==> src/rtl/pcs_pkg.sv <==
`timescale 1ns / 1ps
// ----------------------------------------------------------------------------
// Point cluster statistics package
// Shared widths, feature codes, register codes and the structs that pass
// between the stages of the cluster statistics unit.
// ----------------------------------------------------------------------------
package pcs_pkg;

    localparam int VALUE_W    = 50;
    localparam int DIST_W     = 34;
    localparam int IN_COORD_W = 17;
    localparam int CFG_W      = 17;
    localparam int CFG_IDX_W  = 3;
    localparam int FEAT_NUM   = 14;
    localparam int FEAT_IDX_W = 4;
    localparam int SPAN_W     = 19;

    localparam logic [FEAT_IDX_W-1:0] FEAT_COUNT    = 4'd0;
    localparam logic [FEAT_IDX_W-1:0] FEAT_MIN_DIST = 4'd1;
    localparam logic [FEAT_IDX_W-1:0] FEAT_M00      = 4'd2;
    localparam logic [FEAT_IDX_W-1:0] FEAT_M01      = 4'd3;
    localparam logic [FEAT_IDX_W-1:0] FEAT_M02      = 4'd4;
    localparam logic [FEAT_IDX_W-1:0] FEAT_M11      = 4'd5;
    localparam logic [FEAT_IDX_W-1:0] FEAT_M12      = 4'd6;
    localparam logic [FEAT_IDX_W-1:0] FEAT_M22      = 4'd7;
    localparam logic [FEAT_IDX_W-1:0] FEAT_MIN_X    = 4'd8;
    localparam logic [FEAT_IDX_W-1:0] FEAT_MIN_Y    = 4'd9;
    localparam logic [FEAT_IDX_W-1:0] FEAT_MIN_Z    = 4'd10;
    localparam logic [FEAT_IDX_W-1:0] FEAT_MAX_X    = 4'd11;
    localparam logic [FEAT_IDX_W-1:0] FEAT_MAX_Y    = 4'd12;
    localparam logic [FEAT_IDX_W-1:0] FEAT_MAX_Z    = 4'd13;
    localparam logic [FEAT_IDX_W-1:0] FEAT_LAST_IDX = FEAT_MAX_Z;

    localparam logic [CFG_W-1:0] RESET_MIN_FOOTPRINT = 17'd200;
    localparam logic [CFG_W-1:0] RESET_MAX_FOOTPRINT = 17'd1000;
    localparam logic [CFG_W-1:0] RESET_MIN_HEIGHT    = 17'd500;
    localparam logic [CFG_W-1:0] RESET_MAX_HEIGHT    = 17'd2000;

    typedef enum logic [CFG_IDX_W-1:0] {
        REG_SIZE_ENABLE   = 3'd0,
        REG_MIN_FOOTPRINT = 3'd1,
        REG_MAX_FOOTPRINT = 3'd2,
        REG_MIN_HEIGHT    = 3'd3,
        REG_MAX_HEIGHT    = 3'd4
    } cfg_reg_t;

    typedef logic [FEAT_NUM-1:0][VALUE_W-1:0] feature_set_t;

    typedef struct packed {
        logic valid;
        logic last;
    } stage_ctrl_t;

    typedef struct packed {
        logic             enable;
        logic [CFG_W-1:0] min_footprint;
        logic [CFG_W-1:0] max_footprint;
        logic [CFG_W-1:0] min_height;
        logic [CFG_W-1:0] max_height;
    } limits_t;

    typedef struct packed {
        logic         load;
        logic         overflow;
        feature_set_t features;
    } snapshot_t;

endpackage

==> src/rtl/pcs_accum.sv <==
`timescale 1ns / 1ps
// ----------------------------------------------------------------------------
// Point cluster statistics accumulator
// Keeps count, minimum distance, inertia sums and the bounding box of the
// current cluster and hands a snapshot of them over on the last point.
// ----------------------------------------------------------------------------
module pcs_accum
    import pcs_pkg::*;
#(
    parameter int COORD_BITS = 17,
    parameter int MAX_POINTS = 32768
)
(
    input  logic                           clk,
    input  logic                           rst_n,
    input  stage_ctrl_t                    prod_ctrl,
    input  logic signed [COORD_BITS-1:0]   prod_x,
    input  logic signed [COORD_BITS-1:0]   prod_y,
    input  logic signed [COORD_BITS-1:0]   prod_z,
    input  logic signed [2*COORD_BITS-1:0] prod_xx,
    input  logic signed [2*COORD_BITS-1:0] prod_yy,
    input  logic signed [2*COORD_BITS-1:0] prod_zz,
    input  logic signed [2*COORD_BITS-1:0] prod_xy,
    input  logic signed [2*COORD_BITS-1:0] prod_xz,
    input  logic signed [2*COORD_BITS-1:0] prod_yz,
    input  logic                           can_load,
    output logic                           advance,
    output snapshot_t                      snap
);

    localparam int PROD_W = 2 * COORD_BITS;
    localparam int CNT_W  = $clog2(MAX_POINTS + 1);
    localparam logic [CNT_W-1:0] MAX_CNT = CNT_W'(MAX_POINTS);
    localparam logic signed [COORD_BITS-1:0] COORD_MAX = {1'b0, {(COORD_BITS-1){1'b1}}};
    localparam logic signed [COORD_BITS-1:0] COORD_MIN = {1'b1, {(COORD_BITS-1){1'b0}}};

    logic [CNT_W-1:0]               count_reg;
    logic [CNT_W-1:0]               count_next;
    logic [DIST_W-1:0]              dist_reg;
    logic [DIST_W-1:0]              dist_next;
    logic signed [VALUE_W-1:0]      sum_reg [6];
    logic signed [VALUE_W-1:0]      sum_next [6];
    logic signed [COORD_BITS-1:0]   min_reg [3];
    logic signed [COORD_BITS-1:0]   min_next [3];
    logic signed [COORD_BITS-1:0]   max_reg [3];
    logic signed [COORD_BITS-1:0]   max_next [3];
    logic                           ovf_reg;
    logic                           ovf_next;
    logic signed [COORD_BITS-1:0]   pt [3];
    logic signed [VALUE_W-1:0]      ext_xx;
    logic signed [VALUE_W-1:0]      ext_yy;
    logic signed [VALUE_W-1:0]      ext_zz;
    logic signed [VALUE_W-1:0]      ext_xy;
    logic signed [VALUE_W-1:0]      ext_xz;
    logic signed [VALUE_W-1:0]      ext_yz;
    logic signed [VALUE_W-1:0]      dist_sum;
    logic                           take;

    assign pt[0] = prod_x;
    assign pt[1] = prod_y;
    assign pt[2] = prod_z;

    assign ext_xx = {{(VALUE_W-PROD_W){prod_xx[PROD_W-1]}}, prod_xx};
    assign ext_yy = {{(VALUE_W-PROD_W){prod_yy[PROD_W-1]}}, prod_yy};
    assign ext_zz = {{(VALUE_W-PROD_W){prod_zz[PROD_W-1]}}, prod_zz};
    assign ext_xy = {{(VALUE_W-PROD_W){prod_xy[PROD_W-1]}}, prod_xy};
    assign ext_xz = {{(VALUE_W-PROD_W){prod_xz[PROD_W-1]}}, prod_xz};
    assign ext_yz = {{(VALUE_W-PROD_W){prod_yz[PROD_W-1]}}, prod_yz};
    assign dist_sum = ext_xx + ext_yy + ext_zz;

    assign advance = !(prod_ctrl.valid && prod_ctrl.last && !can_load);
    assign take    = prod_ctrl.valid && advance;

    always_comb
    begin
        count_next = count_reg;
        dist_next  = dist_reg;
        ovf_next   = ovf_reg;
        for (int i = 0; i < 6; i++)
        begin
            sum_next[i] = sum_reg[i];
        end
        for (int i = 0; i < 3; i++)
        begin
            min_next[i] = min_reg[i];
            max_next[i] = max_reg[i];
        end
        if (count_reg >= MAX_CNT)
        begin
            ovf_next = 1'b1;
        end
        else
        begin
            count_next = count_reg + 1'b1;
            if (dist_sum[DIST_W-1:0] < dist_reg)
            begin
                dist_next = dist_sum[DIST_W-1:0];
            end
            sum_next[0] = sum_reg[0] + ext_yy + ext_zz;
            sum_next[1] = sum_reg[1] - ext_xy;
            sum_next[2] = sum_reg[2] - ext_xz;
            sum_next[3] = sum_reg[3] + ext_xx + ext_zz;
            sum_next[4] = sum_reg[4] - ext_yz;
            sum_next[5] = sum_reg[5] + ext_xx + ext_yy;
            for (int i = 0; i < 3; i++)
            begin
                if (pt[i] < min_reg[i])
                begin
                    min_next[i] = pt[i];
                end
                if (pt[i] > max_reg[i])
                begin
                    max_next[i] = pt[i];
                end
            end
        end
    end

    always_ff @(posedge clk or negedge rst_n)
    begin
        if (!rst_n)
        begin
            count_reg <= '0;
            dist_reg  <= '1;
            ovf_reg   <= 1'b0;
            for (int i = 0; i < 6; i++)
            begin
                sum_reg[i] <= '0;
            end
            for (int i = 0; i < 3; i++)
            begin
                min_reg[i] <= COORD_MAX;
                max_reg[i] <= COORD_MIN;
            end
        end
        else if (take)
        begin
            if (prod_ctrl.last)
            begin
                count_reg <= '0;
                dist_reg  <= '1;
                ovf_reg   <= 1'b0;
                for (int i = 0; i < 6; i++)
                begin
                    sum_reg[i] <= '0;
                end
                for (int i = 0; i < 3; i++)
                begin
                    min_reg[i] <= COORD_MAX;
                    max_reg[i] <= COORD_MIN;
                end
            end
            else
            begin
                count_reg <= count_next;
                dist_reg  <= dist_next;
                ovf_reg   <= ovf_next;
                for (int i = 0; i < 6; i++)
                begin
                    sum_reg[i] <= sum_next[i];
                end
                for (int i = 0; i < 3; i++)
                begin
                    min_reg[i] <= min_next[i];
                    max_reg[i] <= max_next[i];
                end
            end
        end
    end

    always_comb
    begin
        snap.load     = take && prod_ctrl.last;
        snap.overflow = ovf_next;
        snap.features = '0;
        snap.features[FEAT_COUNT]    = VALUE_W'(count_next);
        snap.features[FEAT_MIN_DIST] = VALUE_W'(dist_next);
        snap.features[FEAT_M00]      = sum_next[0];
        snap.features[FEAT_M01]      = sum_next[1];
        snap.features[FEAT_M02]      = sum_next[2];
        snap.features[FEAT_M11]      = sum_next[3];
        snap.features[FEAT_M12]      = sum_next[4];
        snap.features[FEAT_M22]      = sum_next[5];
        snap.features[FEAT_MIN_X] = {{(VALUE_W-COORD_BITS){min_next[0][COORD_BITS-1]}}, min_next[0]};
        snap.features[FEAT_MIN_Y] = {{(VALUE_W-COORD_BITS){min_next[1][COORD_BITS-1]}}, min_next[1]};
        snap.features[FEAT_MIN_Z] = {{(VALUE_W-COORD_BITS){min_next[2][COORD_BITS-1]}}, min_next[2]};
        snap.features[FEAT_MAX_X] = {{(VALUE_W-COORD_BITS){max_next[0][COORD_BITS-1]}}, max_next[0]};
        snap.features[FEAT_MAX_Y] = {{(VALUE_W-COORD_BITS){max_next[1][COORD_BITS-1]}}, max_next[1]};
        snap.features[FEAT_MAX_Z] = {{(VALUE_W-COORD_BITS){max_next[2][COORD_BITS-1]}}, max_next[2]};
    end

endmodule

==> config.mk <==
export PLATFORM = sky130hd
export DESIGN_NAME = pcs_accum
export DESIGN_NICKNAME = d
export VERILOG_FILES = /design/src/rtl/pcs_pkg.sv /design/src/rtl/pcs_accum.sv
export SDC_FILE = /design/constraint.sdc
export NUM_CORES = 2
export LEC_CHECK = 0
export BUFFER_PORTS_ARGS = -buffer_cell sky130_fd_sc_hd__buf_2
export CAP_MARGIN = 20
export CORE_AREA = 2 2 370 372
export CTS_BUF_LIST = sky130_fd_sc_hd__clkbuf_16
export DETAILED_ROUTE_END_ITERATION = 6
export DIE_AREA = 0 0 372 374
export PLACE_DENSITY = 0.61
export SYNTH_ARGS = -nofsm -noshare
export SYNTH_HDL_FRONTEND = slang
export SYNTH_SLANG_ARGS = --single-unit
==> constraint.sdc <==
create_clock -name clk -period 13.8 [get_ports clk]
set_input_delay 0.69 -clock clk [delete_from_list [all_inputs] [get_ports clk]]
set_output_delay 0.69 -clock clk [all_outputs]
set_load 0.01 [all_outputs]
# Yosys cells after proc, flatten, opt, wreduce, memory -nomap -nowiden
# Index checks and enable logic that the tools add are counted.
# classes
addsub,12
multipliers,0
n_div,0
magnitude_cmp,8
eq_ne,0
shifts,0
mux,19
n_bitwise,0
reduce_logical,6
# ops
cell,count
$mux W300,2
$add A50 B34 Y50,6
$mux W51,4
$sub A50 B34 Y50,3
$mux W17,6
$mux W34,3
$add A34 B34 Y34,2
$gt A17 B17 Y1,3
$lt A17 B17 Y1,3
$lt A34 B34 Y1,1
$mux W16,2
$add A16 B1 Y16 const B,1
$ge A16 B16 Y1 const B,1
$logic_and A1 B1 Y1,4
$logic_not A1 Y1,2
$mux W1,2
# word_totals
regBits,453
latchBits,0
mem_bits_rw,0
rom_bits,0
input_bits,260
out_inout_bits,703
elab_cells,60
mem_count,0

# Depth between registers and ports, before layout
# logic_depth
word_depth,6
mapped_depth,27

# Worst setup path before layout
# Ideal clock, no wire load.
# synth_path
path_type,input-to-output
start,input port prod_xx[1]
end,output port snap[82] (netlist bit)
t_arrival_ns,5.521
required_ns,13.110
slack_ns,7.589
stages,24
n_path_buf,2
path_cell_list,fa_1 > ha_1 > inv_1 > fa_1 > nor2b_1 > o21ai_0 > a21boi_1 > o311ai_0 > a31oi_1 > o21ai_0 > o21ai_0 > xnor2_1 > ha_1 > a21o_1 > a21o_1 > a21oi_1 > nor2_1 > a2111oi_0 > o211ai_1 > o21ai_1 > nand2_1 > clkbuf_1 > clkbuf_1 > mux2_2
# synth_lines
element,line,text
"start, declared",pcs_accum.sv:20,"input logic signed [2*COORD_BITS-1:0] prod_xx,"
"end, declared",pcs_accum.sv:28,output snapshot_t snap

==> impl_results.md <==
* Status: finished clean
* Io pins at 963
* Layout cells sized above 1 at 20.4%
* Number of flip-flops in the largest register at 300
* Crit path max-delay family: compound AO/OA/AOI/OAI gates
* Syn Inst Count at 5858
* Vias in the first global route at 43900
* Initial core utilization at 36.2%
* Crit. Startpoint: prod_xx[1]
* Final Hold Viols at 0
* Worst Tran Pin Value at 1.18 ns
* Total GRT Usage at 25.8%
* I/O Buffers at 912
* Final ANT Viol Nets at 0
* Crit path cell chain: buf_2, fa_1, ha_1, inv_1, fa_1, nor2b_1, o21ai_0, a21boi_1, o311ai_0, a31oi_1, o21ai_0, nand2b_1, a31oi_1, xnor2_1, ha_1, a21o_1, a21o_1, a21oi_1, o211ai_1, o21ai_1, nand2_2, mux2_2, buf_2
* Asr flop ratio synth at 100%
* Hold Path Class: in -> async
* Largest net degree at the start of global routing at 169
* Worst skew pair latency at 0.67 ns
* Antenna violations before repair at 21
* Worst setup SP type: input port
* Global-route wire length before repair at 276 mm
* Area after DPL at 53300 um^2
* Final count of negative-setup-slack endpoints at 0
* Total gr overflow at 0
* Relative slew slack at 20.7%
* RePlAce Congestion at 0.969
* Area delta synth->final at 13.6%
* Max-slew violation count at 0
* CP Class: in -> out
* Gates resized, CTS repair at 0
* DIE AREA at 139000 um^2
* Nets at 7304
* Fin crit period at 8.37 ns
* Period utilisation layout at 60.7%
* DR WL/cell at 22.6 um
* Peak supply drop at 0.000166 V
* Die Height at 374 um
* Layout Cell Area excl Fill at 55500 um^2
* FP Rows at 135
* Post-CTS setup buffer count at 0
* Stages on worst setup path at 23
* Post-synth EDFFs at 0
* Max-Cap Viols at 0
* Via/cell ratio at 5.64
* Sequential area share after synthesis at 23.4%
* Flops & latches, synth at 453
* CTS tree: yes
* Clock Skew at 0.0271 ns
* Synth Cell Area at 48900 um^2
* Hold slack final at 0.110 ns
* RSZ-0062 raised after global routing: false
* Number of buffers created by CTS at 66
* Peak Freq at 119 MHz
* CP Capture Type: output port
* Post-synth top flop: dfrtp_1
* R2r worst-path depth at 13
* Post-route core utilization at 41.2%
* Yosys cell types at 94
* Crit-path slowest cell: o311ai_0
* CP max FO at 49
* H-tree depth at 3
* DP HPWL at 147 mm
* CTS sink cnt at 453
* Buffer and inverter count on the worst path at 3
* Worst Path Arrival at 7.68 ns
* Initial drt markers at 4045
* Core area at 135000 um^2
* Fillers at 13900
* Die width at 372 um
* Clock tree buffer depth at 3
* RR Startpoint: sum_reg[1]
* PwrDens at 281 nW/um^2
* Req. time, crit path at 13.11 ns
* Final WL at 186 mm
* Drt drc at 0
* Root buffer cell: clkbuf_16
* CTS Hold Buffers Added at 0
* Setup TNS at 0 ns
* CTS clock-pin slew for the worst setup and hold paths at 0.05 ns
* Vias at 46500
* Syn avg cell area at 8.35 um^2
* Ys Warns at 0
* Leakage at 27.0 nW
* Crit path largest cell delay at 0.83 ns
* Pre-Repair DR Iteration Count at 6
per-layer routing:
layer | GRT usage [%] | wire [um] | up-vias | part of all wire, %
li1 | - | - | 21800 | -
met1 | 33.4 | 78900 | 22600 | 42
met2 | 41.1 | 84700 | 1727 | 45
met3 | 5.58 | 13500 | 349 | 7.2
met4 | 11.2 | 9250 | 20 | 5.0
met5 | 0 | 120 | - | 0.064
cell families after synthesis:
group	Yosys count	share of synthesized area [%]
adder cells (fa/ha/maj)	647	19.4
AND/OR/NAND/NOR	1444	13.3
multiplexers	137	3.10
XOR/XNOR	309	5.53
buffers and inverters	894	8.88
flip-flops	453	23.4
AO/OA/AOI/OAI	1973	26.3
other	1	0.00767
synth_stat cells (all sizes together) (15+ instances only):
master / instances / area [um^2]
o211ai: 22 / 165
xnor2: 191 / 1670
o31ai: 40 / 315
a21o: 247 / 1850
fa: 187 / 3740
o22a: 76 / 666
o21a: 53 / 398
nand2b: 32 / 200
nor3: 66 / 330
and2: 22 / 138
ha: 460 / 5760
a21oi: 361 / 1810
inv: 346 / 1300
mux2: 117 / 1320
nor2: 212 / 811
xor2: 118 / 1030
nand3: 103 / 515
or2: 16 / 100
nand2: 739 / 2770
o21bai: 68 / 510
dfrtp: 368 / 9210
nand4: 108 / 676
dfstp: 85 / 2230
a311oi: 16 / 146
o22ai: 15 / 93.8
buf: 278 / 2030
a211oi: 46 / 355
a22o: 170 / 1490
a31oi: 49 / 307
mux2i: 20 / 200
nor2b: 43 / 269
and3: 41 / 257
a21boi: 20 / 154
clkbuf: 269 / 1010
o21ai: 648 / 3270
placed cells by master (no fill, tap or decap), drive strengths merged, types with 76 or more instances in the layout:
master  Yosys  routed
inv       346     363
o21ai     648     648
nand2     739     739
nand3     103     103
mux2      117     117
xor2      118     118
a22o      170     170
o22a       76      76
buf       278     968
ha        460     460
nand4     108     108
xnor2     191     191
dfstp      85      85
a21oi     361     361
dfrtp     368     368
nor2      212     212
a21o      247     247
fa        187     187
cell type report:
type | count | area, um^2 | share of cell area [%]
multi-input cells | 4560 | 33400 | 60.1
flip-flops and latches | 453 | 11400 | 20.6
repair buffers | 969 | 5050 | 9.09
well taps | 1781 | 2230 | 4.01
clock buffers | 67 | 1680 | 3.02
inverters | 347 | 1300 | 2.35
clock inverters | 55 | 453 | 0.815
diodes | 3 | 7.51 | 0.0135
stage by stage:
step                      power [W]  setup slack [ns]  instances
final                        0.0156              5.43       8235
after global routing         0.0168              5.12       8234
after detailed placement     0.0138              5.70       8105
after global placement       0.0137              5.61       8104
after CTS                    0.0157              5.63       8227
after floorplan             0.00967              7.59       5907
report_power, final:
part           switching [W]  leakage (nW)  internal, W
Clock               0.000755          1.08     0.000986
Combinational        0.00720          20.2      0.00432
Sequential          0.000469          5.70      0.00191
worst paths after layout:
kind	end	slack, ns
worst max-delay path	snap[57]	5.43
worst max register to register	sum_reg[33]	9.01
worst min-delay path	sum_reg[187]	0.11
min in group clk	min_reg[26]	0.33
worst min register to register	min_reg[16]	0.49
max in group asynchronous	sum_reg[240]	11.37
(Power assumes the default switching activity.)
