==> src/rtl/pcs_pkg.sv <==
`timescale 1ns / 1ps
// ----------------------------------------------------------------------------
// Point cluster statistics package
// Shared widths, feature codes, register codes and the structs that pass
// between the stages of the cluster statistics unit.
// ----------------------------------------------------------------------------
package pcs_pkg;

    localparam int VALUE_W    = 50;
    localparam int DIST_W     = 34;
    localparam int IN_COORD_W = 17;
    localparam int CFG_W      = 17;
    localparam int CFG_IDX_W  = 3;
    localparam int FEAT_NUM   = 14;
    localparam int FEAT_IDX_W = 4;
    localparam int SPAN_W     = 19;

    localparam logic [FEAT_IDX_W-1:0] FEAT_COUNT    = 4'd0;
    localparam logic [FEAT_IDX_W-1:0] FEAT_MIN_DIST = 4'd1;
    localparam logic [FEAT_IDX_W-1:0] FEAT_M00      = 4'd2;
    localparam logic [FEAT_IDX_W-1:0] FEAT_M01      = 4'd3;
    localparam logic [FEAT_IDX_W-1:0] FEAT_M02      = 4'd4;
    localparam logic [FEAT_IDX_W-1:0] FEAT_M11      = 4'd5;
    localparam logic [FEAT_IDX_W-1:0] FEAT_M12      = 4'd6;
    localparam logic [FEAT_IDX_W-1:0] FEAT_M22      = 4'd7;
    localparam logic [FEAT_IDX_W-1:0] FEAT_MIN_X    = 4'd8;
    localparam logic [FEAT_IDX_W-1:0] FEAT_MIN_Y    = 4'd9;
    localparam logic [FEAT_IDX_W-1:0] FEAT_MIN_Z    = 4'd10;
    localparam logic [FEAT_IDX_W-1:0] FEAT_MAX_X    = 4'd11;
    localparam logic [FEAT_IDX_W-1:0] FEAT_MAX_Y    = 4'd12;
    localparam logic [FEAT_IDX_W-1:0] FEAT_MAX_Z    = 4'd13;
    localparam logic [FEAT_IDX_W-1:0] FEAT_LAST_IDX = FEAT_MAX_Z;

    localparam logic [CFG_W-1:0] RESET_MIN_FOOTPRINT = 17'd200;
    localparam logic [CFG_W-1:0] RESET_MAX_FOOTPRINT = 17'd1000;
    localparam logic [CFG_W-1:0] RESET_MIN_HEIGHT    = 17'd500;
    localparam logic [CFG_W-1:0] RESET_MAX_HEIGHT    = 17'd2000;

    typedef enum logic [CFG_IDX_W-1:0] {
        REG_SIZE_ENABLE   = 3'd0,
        REG_MIN_FOOTPRINT = 3'd1,
        REG_MAX_FOOTPRINT = 3'd2,
        REG_MIN_HEIGHT    = 3'd3,
        REG_MAX_HEIGHT    = 3'd4
    } cfg_reg_t;

    typedef logic [FEAT_NUM-1:0][VALUE_W-1:0] feature_set_t;

    typedef struct packed {
        logic valid;
        logic last;
    } stage_ctrl_t;

    typedef struct packed {
        logic             enable;
        logic [CFG_W-1:0] min_footprint;
        logic [CFG_W-1:0] max_footprint;
        logic [CFG_W-1:0] min_height;
        logic [CFG_W-1:0] max_height;
    } limits_t;

    typedef struct packed {
        logic         load;
        logic         overflow;
        feature_set_t features;
    } snapshot_t;

endpackage

==> src/rtl/pcs_if.sv <==
`timescale 1ns / 1ps
// ----------------------------------------------------------------------------
// Point cluster statistics channels
// Valid/ready channels for incoming points and outgoing features.
// ----------------------------------------------------------------------------
interface pcs_point_if;
    logic               valid;
    logic               ready;
    logic signed [16:0] point_x;
    logic signed [16:0] point_y;
    logic signed [16:0] point_z;
    logic               last_point;

    modport source (output valid, output point_x, output point_y, output point_z,
                    output last_point, input ready);
    modport sink   (input valid, input point_x, input point_y, input point_z,
                    input last_point, output ready);
endinterface


==> src/rtl/pcs_front.sv <==
`timescale 1ns / 1ps
// ----------------------------------------------------------------------------
// Point cluster statistics front end
// Registers the incoming point, then registers its squares and cross products.
// ----------------------------------------------------------------------------
module pcs_front
    import pcs_pkg::*;
#(
    parameter int COORD_BITS = 17
)
(
    input  logic                         clk,
    input  logic                         rst_n,
    pcs_point_if.sink                    points,
    input  logic                         advance,
    output stage_ctrl_t                  prod_ctrl,
    output logic signed [COORD_BITS-1:0] prod_x,
    output logic signed [COORD_BITS-1:0] prod_y,
    output logic signed [COORD_BITS-1:0] prod_z,
    output logic signed [2*COORD_BITS-1:0] prod_xx,
    output logic signed [2*COORD_BITS-1:0] prod_yy,
    output logic signed [2*COORD_BITS-1:0] prod_zz,
    output logic signed [2*COORD_BITS-1:0] prod_xy,
    output logic signed [2*COORD_BITS-1:0] prod_xz,
    output logic signed [2*COORD_BITS-1:0] prod_yz
);

    localparam int PROD_W = 2 * COORD_BITS;

    stage_ctrl_t                  in_ctrl_reg;
    stage_ctrl_t                  prod_ctrl_reg;
    logic signed [COORD_BITS-1:0] x_reg;
    logic signed [COORD_BITS-1:0] y_reg;
    logic signed [COORD_BITS-1:0] z_reg;
    logic signed [COORD_BITS-1:0] px_reg;
    logic signed [COORD_BITS-1:0] py_reg;
    logic signed [COORD_BITS-1:0] pz_reg;
    logic signed [PROD_W-1:0]     xx_reg;
    logic signed [PROD_W-1:0]     yy_reg;
    logic signed [PROD_W-1:0]     zz_reg;
    logic signed [PROD_W-1:0]     xy_reg;
    logic signed [PROD_W-1:0]     xz_reg;
    logic signed [PROD_W-1:0]     yz_reg;
    logic signed [PROD_W-1:0]     xx_next;
    logic signed [PROD_W-1:0]     yy_next;
    logic signed [PROD_W-1:0]     zz_next;
    logic signed [PROD_W-1:0]     xy_next;
    logic signed [PROD_W-1:0]     xz_next;
    logic signed [PROD_W-1:0]     yz_next;

    assign points.ready = advance;

    always_comb
    begin
        xx_next = x_reg * x_reg;
        yy_next = y_reg * y_reg;
        zz_next = z_reg * z_reg;
        xy_next = x_reg * y_reg;
        xz_next = x_reg * z_reg;
        yz_next = y_reg * z_reg;
    end

    always_ff @(posedge clk or negedge rst_n)
    begin
        if (!rst_n)
        begin
            in_ctrl_reg   <= '0;
            prod_ctrl_reg <= '0;
        end
        else if (advance)
        begin
            in_ctrl_reg.valid <= points.valid;
            in_ctrl_reg.last  <= points.last_point;
            prod_ctrl_reg     <= in_ctrl_reg;
        end
    end

    always_ff @(posedge clk)
    begin
        if (advance)
        begin
            x_reg  <= points.point_x[COORD_BITS-1:0];
            y_reg  <= points.point_y[COORD_BITS-1:0];
            z_reg  <= points.point_z[COORD_BITS-1:0];
            px_reg <= x_reg;
            py_reg <= y_reg;
            pz_reg <= z_reg;
            xx_reg <= xx_next;
            yy_reg <= yy_next;
            zz_reg <= zz_next;
            xy_reg <= xy_next;
            xz_reg <= xz_next;
            yz_reg <= yz_next;
        end
    end

    assign prod_ctrl = prod_ctrl_reg;
    assign prod_x    = px_reg;
    assign prod_y    = py_reg;
    assign prod_z    = pz_reg;
    assign prod_xx   = xx_reg;
    assign prod_yy   = yy_reg;
    assign prod_zz   = zz_reg;
    assign prod_xy   = xy_reg;
    assign prod_xz   = xz_reg;
    assign prod_yz   = yz_reg;

endmodule

==> src/flat_wrapper.sv <==
// flat-port wrapper written by rule: the top's interface ports become plain ports
module pcs_front_flat import pcs_pkg::*;
#(
    parameter int COORD_BITS = 17
)
  (clk, rst_n, advance, prod_ctrl, prod_x, prod_y, prod_z, prod_xx, prod_yy, prod_zz, prod_xy, prod_xz, prod_yz, points_valid, points_point_x, points_point_y, points_point_z, points_last_point, points_ready);
  pcs_point_if points_i ();
  input  logic clk;
  input  logic rst_n;
  input  logic advance;
  output stage_ctrl_t prod_ctrl;
  output logic signed [COORD_BITS-1:0] prod_x;
  output logic signed [COORD_BITS-1:0] prod_y;
  output logic signed [COORD_BITS-1:0] prod_z;
  output logic signed [2*COORD_BITS-1:0] prod_xx;
  output logic signed [2*COORD_BITS-1:0] prod_yy;
  output logic signed [2*COORD_BITS-1:0] prod_zz;
  output logic signed [2*COORD_BITS-1:0] prod_xy;
  output logic signed [2*COORD_BITS-1:0] prod_xz;
  output logic signed [2*COORD_BITS-1:0] prod_yz;
  input wire logic [$bits(points_i.valid)-1:0] points_valid;
  input wire logic [$bits(points_i.point_x)-1:0] points_point_x;
  input wire logic [$bits(points_i.point_y)-1:0] points_point_y;
  input wire logic [$bits(points_i.point_z)-1:0] points_point_z;
  input wire logic [$bits(points_i.last_point)-1:0] points_last_point;
  output wire logic [$bits(points_i.ready)-1:0] points_ready;
  assign points_i.valid = points_valid;
  assign points_i.point_x = points_point_x;
  assign points_i.point_y = points_point_y;
  assign points_i.point_z = points_point_z;
  assign points_i.last_point = points_last_point;
  assign points_ready = points_i.ready;
  pcs_front #(.COORD_BITS(COORD_BITS)) u_core (.clk(clk), .rst_n(rst_n), .points(points_i), .advance(advance), .prod_ctrl(prod_ctrl), .prod_x(prod_x), .prod_y(prod_y), .prod_z(prod_z), .prod_xx(prod_xx), .prod_yy(prod_yy), .prod_zz(prod_zz), .prod_xy(prod_xy), .prod_xz(prod_xz), .prod_yz(prod_yz));
endmodule
==> config.mk <==
export PLATFORM = sky130hd
export DESIGN_NAME = pcs_front_flat
export DESIGN_NICKNAME = d
export VERILOG_FILES = /design/src/rtl/pcs_pkg.sv /design/src/rtl/pcs_if.sv /design/src/rtl/pcs_front.sv /design/src/flat_wrapper.sv
export SDC_FILE = /design/constraint.sdc
export NUM_CORES = 2
export LEC_CHECK = 0
export ABC_AREA = 1
export BUFFER_PORTS_ARGS = -buffer_cell sky130_fd_sc_hd__buf_2
export CORE_MARGIN = 1.5
export CORE_UTILIZATION = 60
export CTS_BUF_LIST = sky130_fd_sc_hd__clkbuf_2 sky130_fd_sc_hd__clkbuf_4 sky130_fd_sc_hd__clkbuf_8
export DETAILED_ROUTE_END_ITERATION = 7
export GPL_TIMING_DRIVEN = 0
export PLACE_DENSITY = 0.78
export SLEW_MARGIN = 15
export SYNTH_ARGS = -nofsm -noshare
export SYNTH_HDL_FRONTEND = slang
export SYNTH_SLANG_ARGS = --single-unit
export TNS_END_PERCENT = 100
==> constraint.sdc <==
create_clock -name clk -period 7.8 [get_ports clk]
set_input_delay 1.56 -clock clk [delete_from_list [all_inputs] [get_ports clk]]
set_output_delay 1.56 -clock clk [all_outputs]
set_load 0.02 [all_outputs]
**Word-level counts from Yosys, hierarchy flattened**

Cells that the tools add are included.

- Multiply operators: 6

Operators with widths:

| kind | count |
|---|---|
| 17-bit by 17-bit multiplier with 34-bit output | 6 |

- Bits in registers: 310

**Logic depth before layout (Yosys ltp)**

- Depth after elaboration: 1
- Depth in mapped cells: 29
- Depth with buffers taken out: 27

**Worst setup path before layout**

OpenSTA, ideal clock, no wires.

- Path kind: register to register
- From: register u_core.y_reg[16]
- To: register u_core.yy_reg[33] (netlist: u_core.prod_yy[33]), data pin
- Arrival time: 5.608 ns
- Path slack: 1.940 ns
- Library setup time: 0.252 ns
- Cell stages (with the launch flop): 22
- Buffers on the path: 2
- Cells stage by stage: edfxtp_1 -> clkbuf_1 -> buf_1 -> nand2_1 -> inv_1 -> fa_1 -> fa_1 -> fa_1 -> fa_1 -> fa_1 -> inv_1 -> fa_1 -> inv_1 -> ha_1 -> nand2_1 -> nor2_1 -> inv_1 -> nor2_2 -> and2_1 -> a21oi_1 -> nand2_1 -> nand2_1

- Cells in the longest elaborated chain, start to end: 1

RTL lines:

| what | line | source |
|---|---|---|
| start, declared | pcs_front.sv:33 | `logic signed [COORD_BITS-1:0] y_reg;` |
| start signal, assigned | pcs_front.sv:83 | `y_reg <= points.point_y[COORD_BITS-1:0];` |
| 17-bit by 17-bit multiplier with 34-bit output | pcs_front.sv:56 | `yy_next = y_reg * y_reg;` |
| named net u_core.yy_next[33] | pcs_front.sv:45 | `logic signed [PROD_W-1:0] yy_next;` |
| end signal, assigned | pcs_front.sv:89 | `yy_reg <= yy_next;` |
| end, declared | pcs_front.sv:39 | `logic signed [PROD_W-1:0] yy_reg;` |

The timed path passes the listed nets, and every way through them passes these cells.
A chain may end at the register's enable or synchronous reset.

**Final worst setup path**

- From: register u_core.z_reg[16]
- To: register u_core.zz_reg[31] (netlist: u_core.prod_zz[31]), data pin

- Cells in the longest elaborated chain, start to end: 1

RTL lines:

| what | line | source |
|---|---|---|
| start, declared | pcs_front.sv:34 | `logic signed [COORD_BITS-1:0] z_reg;` |
| start signal, assigned | pcs_front.sv:84 | `z_reg <= points.point_z[COORD_BITS-1:0];` |
| 17-bit by 17-bit multiplier with 34-bit output | pcs_front.sv:57 | `zz_next = z_reg * z_reg;` |
| named net u_core.zz_next[31] | pcs_front.sv:46 | `logic signed [PROD_W-1:0] zz_next;` |
| end signal, assigned | pcs_front.sv:90 | `zz_reg <= zz_next;` |
| end, declared | pcs_front.sv:40 | `logic signed [PROD_W-1:0] zz_reg;` |

The timed path passes the listed nets, and every way through them passes these cells.

==> reports/summary.md <==
## Synth
* number of synthesized register bits: 304
* fraction of synthesis flops using an asynchronous set or reset pin: 1.32%
* average cell area after synthesis: 8.33 sq um
* Gate Count Post-Synth: 9,232
* distinct cell type count after synthesis: 39
* Yosys warning total: 0
* post-synth design cell area: 76,900 sq um
* Post-synth EDFFs: 300
* sequential share of the synthesized area: 11.8%
* most used flip-flop cell after synthesis: sky130_fd_sc_hd__edfxtp_1

## Worst setup path
* maximum fanout along the worst path: 10
* R2R Path Start: u_core.z_reg[16]$_DFFE_PP_
* cell count of the worst reg-to-reg path: 21
* endpoint of the worst register-to-register path: u_core.prod_zz[31]$_DFFE_PP_
* category of the worst setup path capture point: flip-flop
* crit path launch: u_core.z_reg[16]$_DFFE_PP_
* R2R Setup Slk: -0.19 ns
* Worst Setup Start Kind: flip-flop
* worst path arrival time: 8.46 ns
* worst setup path class: flip-flop to flip-flop
* Worst EP required: 8.27 ns

## Placement
* last weighted congestion value of the routability-driven placer: 1.04
* Detailed Place HPWL: 204 mm
* Placement Setup Slack: 0.204 ns
* buffers added on ports: 310
* placed instance area: 80,600 sq um

## Drt
* average detailed-routed wire length per instance: 21.5 microns
* routed vias/inst: 5.39
* number of vias after detailed routing: 61,000
* number of nets with antenna violations after routing: 0
* Routed Wire Length: 243 mm
* drc violations: 0
* Initial DRT Pass Iterations: 6
* initial drt markers: 5,521

## Timing
* Clock Skews: 0.0268 ns
* unrepaired setup endpoints after global routing: true
* final setup violating endpoints: 3
* post-layout minimum cycle time: 7.99 ns
* maximum frequency from static timing analysis: 125 MHz
* worst-case setup margin in the final layout: -0.190 ns
* relative slew slack: 5.66%
* share of the cycle needed by the critical path after routing: 102%
* transition time at the pin with the least slew margin: 1.42 ns
* number of pins with negative max-slew slack in the final report: 0
* Final Hold Violating Endpoints: 0

## Finish
* synthesis-to-layout area growth: 6.18%
* # fillers: 11,100
* Final Cell Area: 81,700 sq um
* combined flip-flop and latch cell area: 9110 sq um
* combined area of the multi-input logic cells: 55,600 sq um
* commonest non-fill, non-tap cell in the layout: sky130_fd_sc_hd__inv_1
* layout net count: 11,900
* layout cells sized above 1: 5.29%
* commonest non-fill, non-tap cells in the layout: 2,917 x sky130_fd_sc_hd__inv_1, 2,299 x sky130_fd_sc_hd__nand2_1, 1,685 x sky130_fd_sc_hd__fa_1, 534 x sky130_fd_sc_hd__ha_1, 325 x sky130_fd_sc_hd__buf_2

## Flow run
* max capacitance violation total: 0

## Global route
* largest net degree at the start of global routing: 112
* Total GRT Usage: 38.4%
* number of global-route vias before repair: 63,800
* number of antenna violations at the first check in global routing: 14
* first-pass GRT wire length: 371 mm
* Overflow after GRT: 0

## Die
* initial core utilization: 60.4%
* floorplan die height: 361 microns
* row cnt: 131
* placeable core region: 127,000 sq um
* DIE AREA: 130,000 sq um
* count of pins on the block boundary: 314
* die extent in x: 361 microns

## Clock tree
* Root Buffer Master: sky130_fd_sc_hd__clkbuf_8
* CTS buffer count: 51
* worst skew pair latency: 0.74 ns
* Clock Sink Count: 304
* clock-pin slew on the worst setup and hold paths: 0.06 ns
* largest buffer count on any clock path: 3
* count of hold-fix buffers inserted at cts: 0
* clock tree from TritonCTS: yes
* CTS HTree Levels: 2

## Hold path
* path class of the lowest-slack min-delay path: flip-flop to flip-flop
* start point of the worst min-delay path: u_core.y_reg[6]$_DFFE_PP_
* sink of the worst hold path: u_core.prod_y[6]$_DFFE_PP_
* worst hold stages: 0

## Status
* status: complete, but fails checks
* failing checks: negative setup slack

## worst max-delay path, stage by stage (launching register included)
cell and delay, ns:
sky130_fd_sc_hd__edfxtp_1 0.51, sky130_fd_sc_hd__inv_1 0.15, sky130_fd_sc_hd__clkbuf_1 0.99, sky130_fd_sc_hd__clkbuf_1 1.07
sky130_fd_sc_hd__nor2_1 0.21, sky130_fd_sc_hd__fa_1 0.58, sky130_fd_sc_hd__inv_1 0.05, sky130_fd_sc_hd__fa_1 0.50
sky130_fd_sc_hd__inv_1 0.05, sky130_fd_sc_hd__fa_1 0.50, sky130_fd_sc_hd__inv_1 0.05, sky130_fd_sc_hd__fa_1 0.47
sky130_fd_sc_hd__inv_1 0.05, sky130_fd_sc_hd__fa_1 0.51, sky130_fd_sc_hd__fa_1 0.44, sky130_fd_sc_hd__ha_1 0.41
sky130_fd_sc_hd__nand2_1 0.17, sky130_fd_sc_hd__nor3_1 0.44, sky130_fd_sc_hd__and2_1 0.20, sky130_fd_sc_hd__nand2_1 0.15
sky130_fd_sc_hd__nand3_1 0.15, sky130_fd_sc_hd__nand2_1 0.06
## final cells by class
type	count	area share, %
Inverter	2922	13.4
Sequential cell	304	11.2
Timing Repair Buffer	312	1.98
Multi-Input combinational cell	5689	68.1
Antenna cell	5	0.0153
Clock inverter	32	0.274
Tap cell	1662	2.55
Clock buffer	62	0.976
Buffer	318	1.54
## cells by family (layout without fill, tap and decap cells)
family                   Yosys count  count (layout)  share of synthesized area (%)
AO/OA/AOI/OAI                    304             304                           2.23
XOR/XNOR                         161             161                           1.83
adder cells (fa/ha/maj)         2219            2219                           52.6
buffers and inverters           3241            3646                           15.9
flip-flops                       304             304                           11.8
other                              1               8                        0.00488
AND/OR/NAND/NOR                 3002            3002                           15.6
## how the worst max path moves through the flow
stage                                   end  slack, ns  cells past startpoint
5_1_grt        u_core.prod_zz[31]$_DFFE_PP_      -0.07                     21
6_report       u_core.prod_zz[31]$_DFFE_PP_      -0.19                     21
2_1_floorplan  u_core.prod_yy[33]$_DFFE_PP_       1.94                     21
3_5_place_dp   u_core.prod_zz[30]$_DFFE_PP_       0.20                     22
3_3_place_gp                   points_ready      -0.62                      3
4_1_cts        u_core.prod_zz[30]$_DFFE_PP_       0.18                     22
## through the flow
| step | util (%) | setup TNS (ns) | cells | hold WS (ns) |
|---|---|---|---|---|
| 4_1_cts | 64.1 | 0 | 11300 | 0.449 |
| 3_3_place_gp | 63.2 | -0.620 | 11200 | 0.431 |
| 6_report | 64.1 | -0.342 | 11300 | 0.448 |
| 2_1_floorplan | - | 0 | 9234 | 0.424 |
| 3_5_place_dp | 63.3 | 0 | 11200 | 0.430 |
| 5_1_grt | 64.1 | -0.0677 | 11300 | 0.453 |
## synth_stat cells, types with 45 or more instances
library cell | n | area (sq um)
sky130_fd_sc_hd__ha_1 | 534 | 6680
sky130_fd_sc_hd__o21ai_0 | 45 | 225
sky130_fd_sc_hd__nand4_1 | 57 | 357
sky130_fd_sc_hd__inv_1 | 2917 | 10900
sky130_fd_sc_hd__fa_1 | 1685 | 33700
sky130_fd_sc_hd__nor2_1 | 315 | 1180
sky130_fd_sc_hd__clkbuf_1 | 276 | 1040
sky130_fd_sc_hd__a21oi_1 | 177 | 886
sky130_fd_sc_hd__o21bai_1 | 54 | 405
sky130_fd_sc_hd__nand3_1 | 187 | 936
sky130_fd_sc_hd__xor2_1 | 122 | 1070
sky130_fd_sc_hd__edfxtp_1 | 300 | 9010
sky130_fd_sc_hd__nand2_1 | 2299 | 8630
## metal layers
metal  share of wire, %  vias up  track usage (%)
met5              0.085        -            0.148
met1                 37    29900             49.3
li1                   -    26900                -
met2                 44     3352             58.6
met3                 12      863             10.5
met4                7.4        8             22.9
## repair_timing
action	in CTS	in global routing
endpoints found under the setup margin	0	11
hold endpoints to repair	0	0
buffers inserted	0	0
resized for setup	0	11
Power is left out: the tool's default activity adds up to more than one toggle a clock period on the data nets, which glitch-free logic cannot reach.
